**src/hdl/crlm_pkg.sv**
```systemverilog
// Shared types and constants for the processor range list parser.
// No dependencies; imported by cpu_range_list_to_mask, crlm_checker and the testbench top.
`timescale 1ns / 1ps
`default_nettype none

package crlm_pkg;

  localparam logic [7:0] CHAR_COMMA = 8'h2C;
  localparam logic [7:0] CHAR_DASH  = 8'h2D;
  localparam logic [7:0] CHAR_ZERO  = 8'h30;
  localparam logic [7:0] CHAR_NINE  = 8'h39;

  // accumulator saturates here, above any processor index
  localparam logic [6:0] ACC_MAX = 7'd127;
  localparam logic [3:0] RADIX   = 4'd10;

  typedef enum logic [1:0] {
    ROLE_NONE = 2'd0,
    ROLE_LOW  = 2'd1,
    ROLE_HIGH = 2'd2
  } role_t;

  typedef struct packed {
    logic [5:0] low_bound;
    logic [5:0] high_bound;
    logic       low_seen;
    logic       high_seen;
    logic       dash_seen;
    logic [6:0] digit_value;
    role_t      number_role;
  } token_t;

endpackage

`default_nettype wire

```
**src/hdl/cpu_range_list_to_mask.sv**
```systemverilog
// Processor range list parser: turns "0-3,7,9-" text into a processor mask.
// Depends on crlm_pkg for character codes, role codes and the token type.
//
//   channel | dir | ports                 | payload
//   in      | in  | in_tvalid/in_tready   | in_tdata = char_code[7:0], in_tlast = is_last
//   out     | out | out_tvalid/out_tready | out_tdata = cpu_mask[63:0], out_tuser = parse_error
//   cfg     | in  | cfg_we                | cfg_wdata = highest_cpu[5:0]
//
// One character is taken per cycle while in_tready is high; the token state updates
// in the same cycle through the digit accumulate and range fill logic.
// The result for tlast goes to the output register, or to the skid entry while out stalls.
// A two-deep output (output register plus skid entry) keeps in_tready high while
// one result waits; in_tready drops only while the skid entry is occupied.
// Synchronous active-low reset clears the list state and sets highest_cpu to 63.
`timescale 1ns / 1ps
`default_nettype none

module cpu_range_list_to_mask #(
  parameter int MASK_BITS = 64
) (
  input  wire         clk,
  input  wire         rst_n,
  input  wire         in_tvalid,
  output logic        in_tready,
  input  wire  [7:0]  in_tdata,   // [7:0] char_code
  input  wire         in_tlast,   // is_last
  output logic        out_tvalid,
  input  wire         out_tready,
  output logic [63:0] out_tdata,  // [63:0] cpu_mask
  output logic        out_tuser,  // [0] parse_error
  input  wire         cfg_we,
  input  wire  [5:0]  cfg_wdata   // [5:0] highest_cpu
);

  import crlm_pkg::*;

  localparam logic [5:0] LIM_MAX = 6'(MASK_BITS - 1);

  logic [5:0]           highest_cpu_r;
  logic [MASK_BITS-1:0] mask_r, mask_nxt;
  token_t               tok_r, tok_nxt;
  logic                 err_r, err_nxt;

  logic                 out_valid_r, skd_valid_r;
  logic [63:0]          out_mask_r, skd_mask_r;
  logic                 out_err_r, skd_err_r;

  logic                 in_fire, out_fire, res_valid;
  logic [63:0]          res_mask;
  logic                 res_err;
  logic [5:0]           limit;
  logic                 is_digit;
  logic [10:0]          acc;

  assign in_tready  = !skd_valid_r;
  assign in_fire    = in_tvalid && in_tready;
  assign out_fire   = out_valid_r && out_tready;
  assign res_valid  = in_fire && in_tlast;
  assign out_tvalid = out_valid_r;
  assign out_tdata  = out_mask_r;
  assign out_tuser  = out_err_r;

  assign limit    = (highest_cpu_r > LIM_MAX) ? LIM_MAX : highest_cpu_r;
  assign is_digit = (in_tdata >= CHAR_ZERO) && (in_tdata <= CHAR_NINE);
  assign acc      = {4'd0, tok_r.digit_value} * {7'd0, RADIX} + {7'd0, in_tdata[3:0]};

  always_comb begin
    token_t      t;
    logic        err;
    logic        used;
    logic        close_tok;
    logic [5:0]  lo;
    logic [5:0]  hi;
    logic        fill_ok;
    logic [63:0] fill;
    logic [MASK_BITS-1:0] mask;

    t         = tok_r;
    err       = err_r;
    mask      = mask_r;
    used      = 1'b0;
    close_tok = 1'b0;
    lo        = '0;
    hi        = '0;
    fill_ok   = 1'b0;
    fill      = '0;

    if (!err) begin
      if (t.number_role != ROLE_NONE) begin
        if (is_digit) begin
          t.digit_value = (acc > {4'd0, ACC_MAX}) ? ACC_MAX : acc[6:0];
          used = 1'b1;
        end else begin
          // close the number at the first non-digit
          if (t.digit_value > {1'b0, limit}) begin
            err = 1'b1;
          end else if (t.number_role == ROLE_LOW) begin
            t.low_bound = t.digit_value[5:0];
            t.low_seen  = 1'b1;
          end else begin
            t.high_bound = t.digit_value[5:0];
            t.high_seen  = 1'b1;
          end
          t.number_role = ROLE_NONE;
          t.digit_value = '0;
        end
      end
      if (!used && !err) begin
        if (in_tdata == CHAR_COMMA) begin
          close_tok = 1'b1;
        end else if (in_tdata == CHAR_DASH) begin
          t.dash_seen = 1'b1;
          if (!t.low_seen) begin
            t.low_bound = '0;
            t.low_seen  = 1'b1;
          end
        end else if (!t.low_seen || (t.dash_seen && !t.high_seen)) begin
          if (is_digit) begin
            t.number_role = t.low_seen ? ROLE_HIGH : ROLE_LOW;
            t.digit_value = {3'd0, in_tdata[3:0]};
          end else begin
            err = 1'b1;
          end
        end
        // otherwise skip the character after a finished number
      end
    end

    if (in_tlast) begin
      if (!err && t.number_role != ROLE_NONE) begin
        if (t.digit_value > {1'b0, limit}) begin
          err = 1'b1;
        end else if (t.number_role == ROLE_LOW) begin
          t.low_bound = t.digit_value[5:0];
          t.low_seen  = 1'b1;
        end else begin
          t.high_bound = t.digit_value[5:0];
          t.high_seen  = 1'b1;
        end
        t.number_role = ROLE_NONE;
        t.digit_value = '0;
      end
      if (!err) begin
        close_tok = 1'b1;
      end
    end

    if (close_tok) begin
      if (t.dash_seen) begin
        lo      = t.low_seen ? t.low_bound : 6'd0;
        hi      = t.high_seen ? t.high_bound : limit;
        fill_ok = 1'b1;
      end else if (t.low_seen) begin
        lo      = t.low_bound;
        hi      = t.low_bound;
        fill_ok = 1'b1;
      end
      if (fill_ok && (lo <= hi)) begin
        fill = ({64{1'b1}} >> (6'd63 - hi)) & ({64{1'b1}} << lo);
      end
      mask = mask | fill[MASK_BITS-1:0];
      t    = '{number_role: ROLE_NONE, default: '0};
    end

    res_err  = err;
    res_mask = err ? 64'd0 : 64'(mask);

    if (in_tlast) begin
      tok_nxt  = '{number_role: ROLE_NONE, default: '0};
      err_nxt  = 1'b0;
      mask_nxt = '0;
    end else begin
      tok_nxt  = t;
      err_nxt  = err;
      mask_nxt = mask;
    end
  end

  always_ff @(posedge clk) begin
    if (!rst_n) begin
      highest_cpu_r <= 6'd63;
      tok_r         <= '{number_role: ROLE_NONE, default: '0};
      err_r         <= 1'b0;
      mask_r        <= '0;
      out_valid_r   <= 1'b0;
      skd_valid_r   <= 1'b0;
    end else begin
      if (cfg_we) begin
        highest_cpu_r <= cfg_wdata;
      end
      if (in_fire) begin
        tok_r  <= tok_nxt;
        err_r  <= err_nxt;
        mask_r <= mask_nxt;
      end
      if (!out_valid_r || out_fire) begin
        // refill the output register: skid entry first, then a fresh result
        if (skd_valid_r) begin
          out_valid_r <= 1'b1;
          skd_valid_r <= 1'b0;
        end else begin
          out_valid_r <= res_valid;
        end
      end else if (res_valid) begin
        skd_valid_r <= 1'b1;
      end
    end
  end

  // payload registers, no reset
  always_ff @(posedge clk) begin
    if (!out_valid_r || out_fire) begin
      if (skd_valid_r) begin
        out_mask_r <= skd_mask_r;
        out_err_r  <= skd_err_r;
      end else if (res_valid) begin
        out_mask_r <= res_mask;
        out_err_r  <= res_err;
      end
    end else if (res_valid) begin
      skd_mask_r <= res_mask;
      skd_err_r  <= res_err;
    end
  end

  a_skid_behind_out: assert property (@(posedge clk) disable iff (!rst_n)
    skd_valid_r |-> out_valid_r)
    else $error("skid entry held while output register empty");

  a_error_zero_mask: assert property (@(posedge clk) disable iff (!rst_n)
    (out_valid_r && out_err_r) |-> (out_mask_r == 64'd0))
    else $error("error result carries a nonzero mask");

  a_list_restart: assert property (@(posedge clk) disable iff (!rst_n)
    res_valid |=> (tok_r.number_role == ROLE_NONE) && !err_r && (mask_r == '0))
    else $error("list state not cleared after last character");

  a_number_no_error: assert property (@(posedge clk) disable iff (!rst_n)
    (tok_r.number_role != ROLE_NONE) |-> !err_r)
    else $error("number in progress while error flag set");

  a_skid_fill: assert property (@(posedge clk) disable iff (!rst_n)
    (out_valid_r && !out_tready && res_valid) |=> skd_valid_r)
    else $error("result lost while output stalled");

endmodule

`default_nettype wire

```
**config.mk**
```make
export PLATFORM = sky130hd
export DESIGN_NAME = cpu_range_list_to_mask
export DESIGN_NICKNAME = d
export VERILOG_FILES = /design/src/hdl/crlm_pkg.sv /design/src/hdl/cpu_range_list_to_mask.sv
export SDC_FILE = /design/constraint.sdc
export NUM_CORES = 1
export LEC_CHECK = 0
export BUFFER_PORTS_ARGS = -buffer_cell sky130_fd_sc_hd__buf_2
export CORE_MARGIN = 5
export CORE_UTILIZATION = 52
export CTS_CLUSTER_DIAMETER = 120
export CTS_CLUSTER_SIZE = 25
export DETAILED_ROUTE_END_ITERATION = 8
export PLACE_DENSITY = 0.73
export SYNTH_ARGS = -nofsm -noshare
export SYNTH_HDL_FRONTEND = slang
export SYNTH_SLANG_ARGS = --single-unit
```
**constraint.sdc**
```tcl
create_clock -name clk -period 7 [get_ports clk]
set_input_delay 0.35 -clock clk [delete_from_list [all_inputs] [get_ports clk]]
set_output_delay 0.35 -clock clk [all_outputs]
set_load 0.02 [all_outputs]
```
==> out/qor.csv <==
metric;value;unit
setup violators final;0;
hpwl dp;25900;um
number of enable flip-flop cells after synthesis;130;
Slew Limit Fails;0;
crit path max-delay cell type;fa_2;
drt first pass iters;6;
Leak Pwr;5.01;nW
largest net degree at the start of global routing;66;
Placer Congestion;0.996;
most common cell in the netlist;nand2_1;
ANT cells;0;
Inserted Clock Buffers;13;
worst-path fanout max;17;
Required @ worst endpoint;7.30;ns
top cells by count, synth;134 x nand2_1, 130 x edfxtp_1, 99 x a21oi_1, 98 x o21ai_0, 97 x dfxtp_1;
grt met3 use;2.84;%
CP peak stage delay;0.60;ns
core area;0.0235;mm^2
Cells after Synth;1291;
Post-Syn Area;0.0124;mm^2
global route overflow;0;
Syn Nets;1344;
Post-CTS Hold Buffers;0;
routed wire length;37100;um
post-layout min period;6.85;ns
# DRC;0;
Finished Cell Area;0.0139;mm^2
delay-heaviest family, CP;compound AO/OA/AOI/OAI gates;
Total GRT Usage;26.8;%
Worst-Margin Slew;1.19;ns
CTS max path bufs;3;
DRT antenna net count;0;
Non-Filler Instances;1695;
synth-to-layout area growth;12.2;%
synthesis warning total;0;
CTS H-tree depth;1;
area occupied by multi-input gates;0.00613;mm^2
most frequent cell on the critical path;ha_1;
post-synth top area share;31.5;%
wire per inst;21.9;um
Synth Flop Type;edfxtp_1;
die height;164;um
CTS tree;yes;
Hold Vio Cnt, Final;0;
Crit. End Element;register;
Crit Path Class;reg2reg;
met1 Track Usage GR;38.4;%
final net count;1422;
Max Freq;0.146;GHz
vias in the first global route;10113;
post-synth cell types;100;
Die Wd;164;um
layer with the highest usage;met2;
clk_lat worst skew;0.50;ns
FF+latch area;0.00585;mm^2
Slew HR;20.5;%
top post-synthesis cells by area;edfxtp_1 32%, dfxtp_1 16%, nand2_1 4.1%, a21oi_1 4.0%, o21ai_0 4.0%;
startpoint class of the critical path;register;
Period Utilization, post-route;97.9;%
sequential-to-total area share from yosys stat;47.2;%
Rows;56;
Ports;87;
synthesis-stage register bit count;227;
total power;2.41;mW
CP arrival;7.15;ns
status;complete, no violations;
Initial DRC Count;1116;
Vias;10848;
final-layout fill cell count;2077;
clk sinks;227;
port bufs;86;
layout cells sized above 1;18.8;%
area of the die;0.0270;mm^2
Synth area leader;edfxtp_1;
Post-Synthesis Mean Instance Area;9.60;um^2
clk slew on worst S/H paths;0.09;ns
CTS root buf;clkbuf_16;
placed instance area;0.0133;mm^2
Async S/R FF share, synth;0;%
max-cap violations;0;
first-pass GRT wire length;57300;um
Via density;6.40;
Setup TNS Final;0;ns
Max VDD drop;0.229;mV
GR met2 Demand/Resource;43.5;%
worst slack, placed;-0.0379;ns
cell count after placement;1666;
Clock Skew;0.0394;ns
Power Density;174;mW/mm^2
CP bufs+invs;5;
Worst Hold Class;in2reg;
PnR worst setup slack;0.149;ns
Initial Utilization;52.8;%
initial antenna violation count;0;
-- what timing repair did --
item                                    CTS  global route
buffers inserted                          0             7
pin swaps                                 0             8
endpoints found under the hold margin     0             0
cloned                                    0             0
endpoints found under the setup margin    1           191
gates resized for setup                   1            29
-- report_power, final --
group          total, mW  internal (mW)  switching, mW
registers           1.43           1.42        0.00697
clock network      0.808          0.361          0.447
logic              0.180         0.0475          0.132
-- final timing paths --
path | start | endpoint | slack, ns | cells past startpoint
min reg2reg | mask_r[29]$_SDFFE_PN0P_ | mask_r[29]$_SDFFE_PN0P_ | 0.47 | 2
max | tok_r[3]$_SDFFE_PN0P_ | out_tdata[21]$_DFFE_PP_ | 0.15 | 29
max reg2reg | tok_r[3]$_SDFFE_PN0P_ | out_tdata[21]$_DFFE_PP_ | 0.15 | 29
min | cfg_wdata[3] | highest_cpu_r[3]$_SDFFE_PN1P_ | 0.1 | 3
-- final cells by class --
| class | count | share of cell area (%) |
|---|---|---|
| Multi-Input combinational cell | 922 | 44.1 |
| Clock buffer | 19 | 2.50 |
| Sequential cell | 227 | 42.1 |
| Clock inverter | 3 | 0.297 |
| Inverter | 57 | 1.56 |
| Tap cell | 319 | 2.87 |
| Timing Repair Buffer | 148 | 6.59 |
-- registers in the layout, indices dropped and copies added, names as in the netlist --
| name | count |
|---|---|
| skd_valid_r | 1 |
| skd_err_r | 1 |
| mask_r | 64 |
| out_tuser | 1 |
| out_tdata | 64 |
| out_tvalid | 1 |
| highest_cpu_r | 6 |
| tok_r | 24 |
| err_r | 1 |
| skd_mask_r | 64 |
-- metrics by stage --
stage               utilization, %  hold slack (ns)
detailed placement            56.6            0.441
CTS                           58.3           0.0838
floorplan                        -            0.425
global placement              56.6            0.436
global route                  59.2           0.0949
finish                        59.2           0.0956
-- per-layer routing --
layer,vias up,part of all wire (%)
li1,5027,-
met1,5273,44
met2,464,46
met3,84,7.1
met4,0,2.8
met5,-,0
-- cell usage in the layout (no fill, tap or decap), types with 16 or more instances in the layout --
cell	Yosys	routed
a31oi_1	46	46
o22ai_1	22	21
ha_1	31	31
nand2_1	134	134
nor2_1	88	85
edfxtp_1	130	130
dfxtp_1	97	96
o21ai_0	98	98
inv_1	48	48
o211ai_1	27	27
a22o_1	16	16
nand3_1	39	39
buf_2	16	86
a22oi_1	18	18
nor2b_1	19	18
buf_4	3	59
and3_1	18	17
a21oi_1	99	97
-- cells by family (layout without fill, tap and decap cells) --
| kind of cell | Yosys count | count (layout) | share of synthesized area [%] |
|---|---|---|---|
| AOI/OAI and AO/OA | 482 | 482 | 26.8 |
| and+or+nand+nor | 381 | 381 | 15.2 |
| DFF | 227 | 227 | 47.2 |
| buffers and inverters | 142 | 227 | 4.82 |
| adders and majority gates | 33 | 33 | 3.45 |
| muxes | 22 | 22 | 2.31 |
| xor gates and xnor gates | 4 | 4 | 0.283 |
-- tightest hold or removal path, stage by stage --
cell and delay (ns):
buf_2 0.07, nand2_1 0.04, o211ai_1 0.06
(Power assumes the default switching activity.)
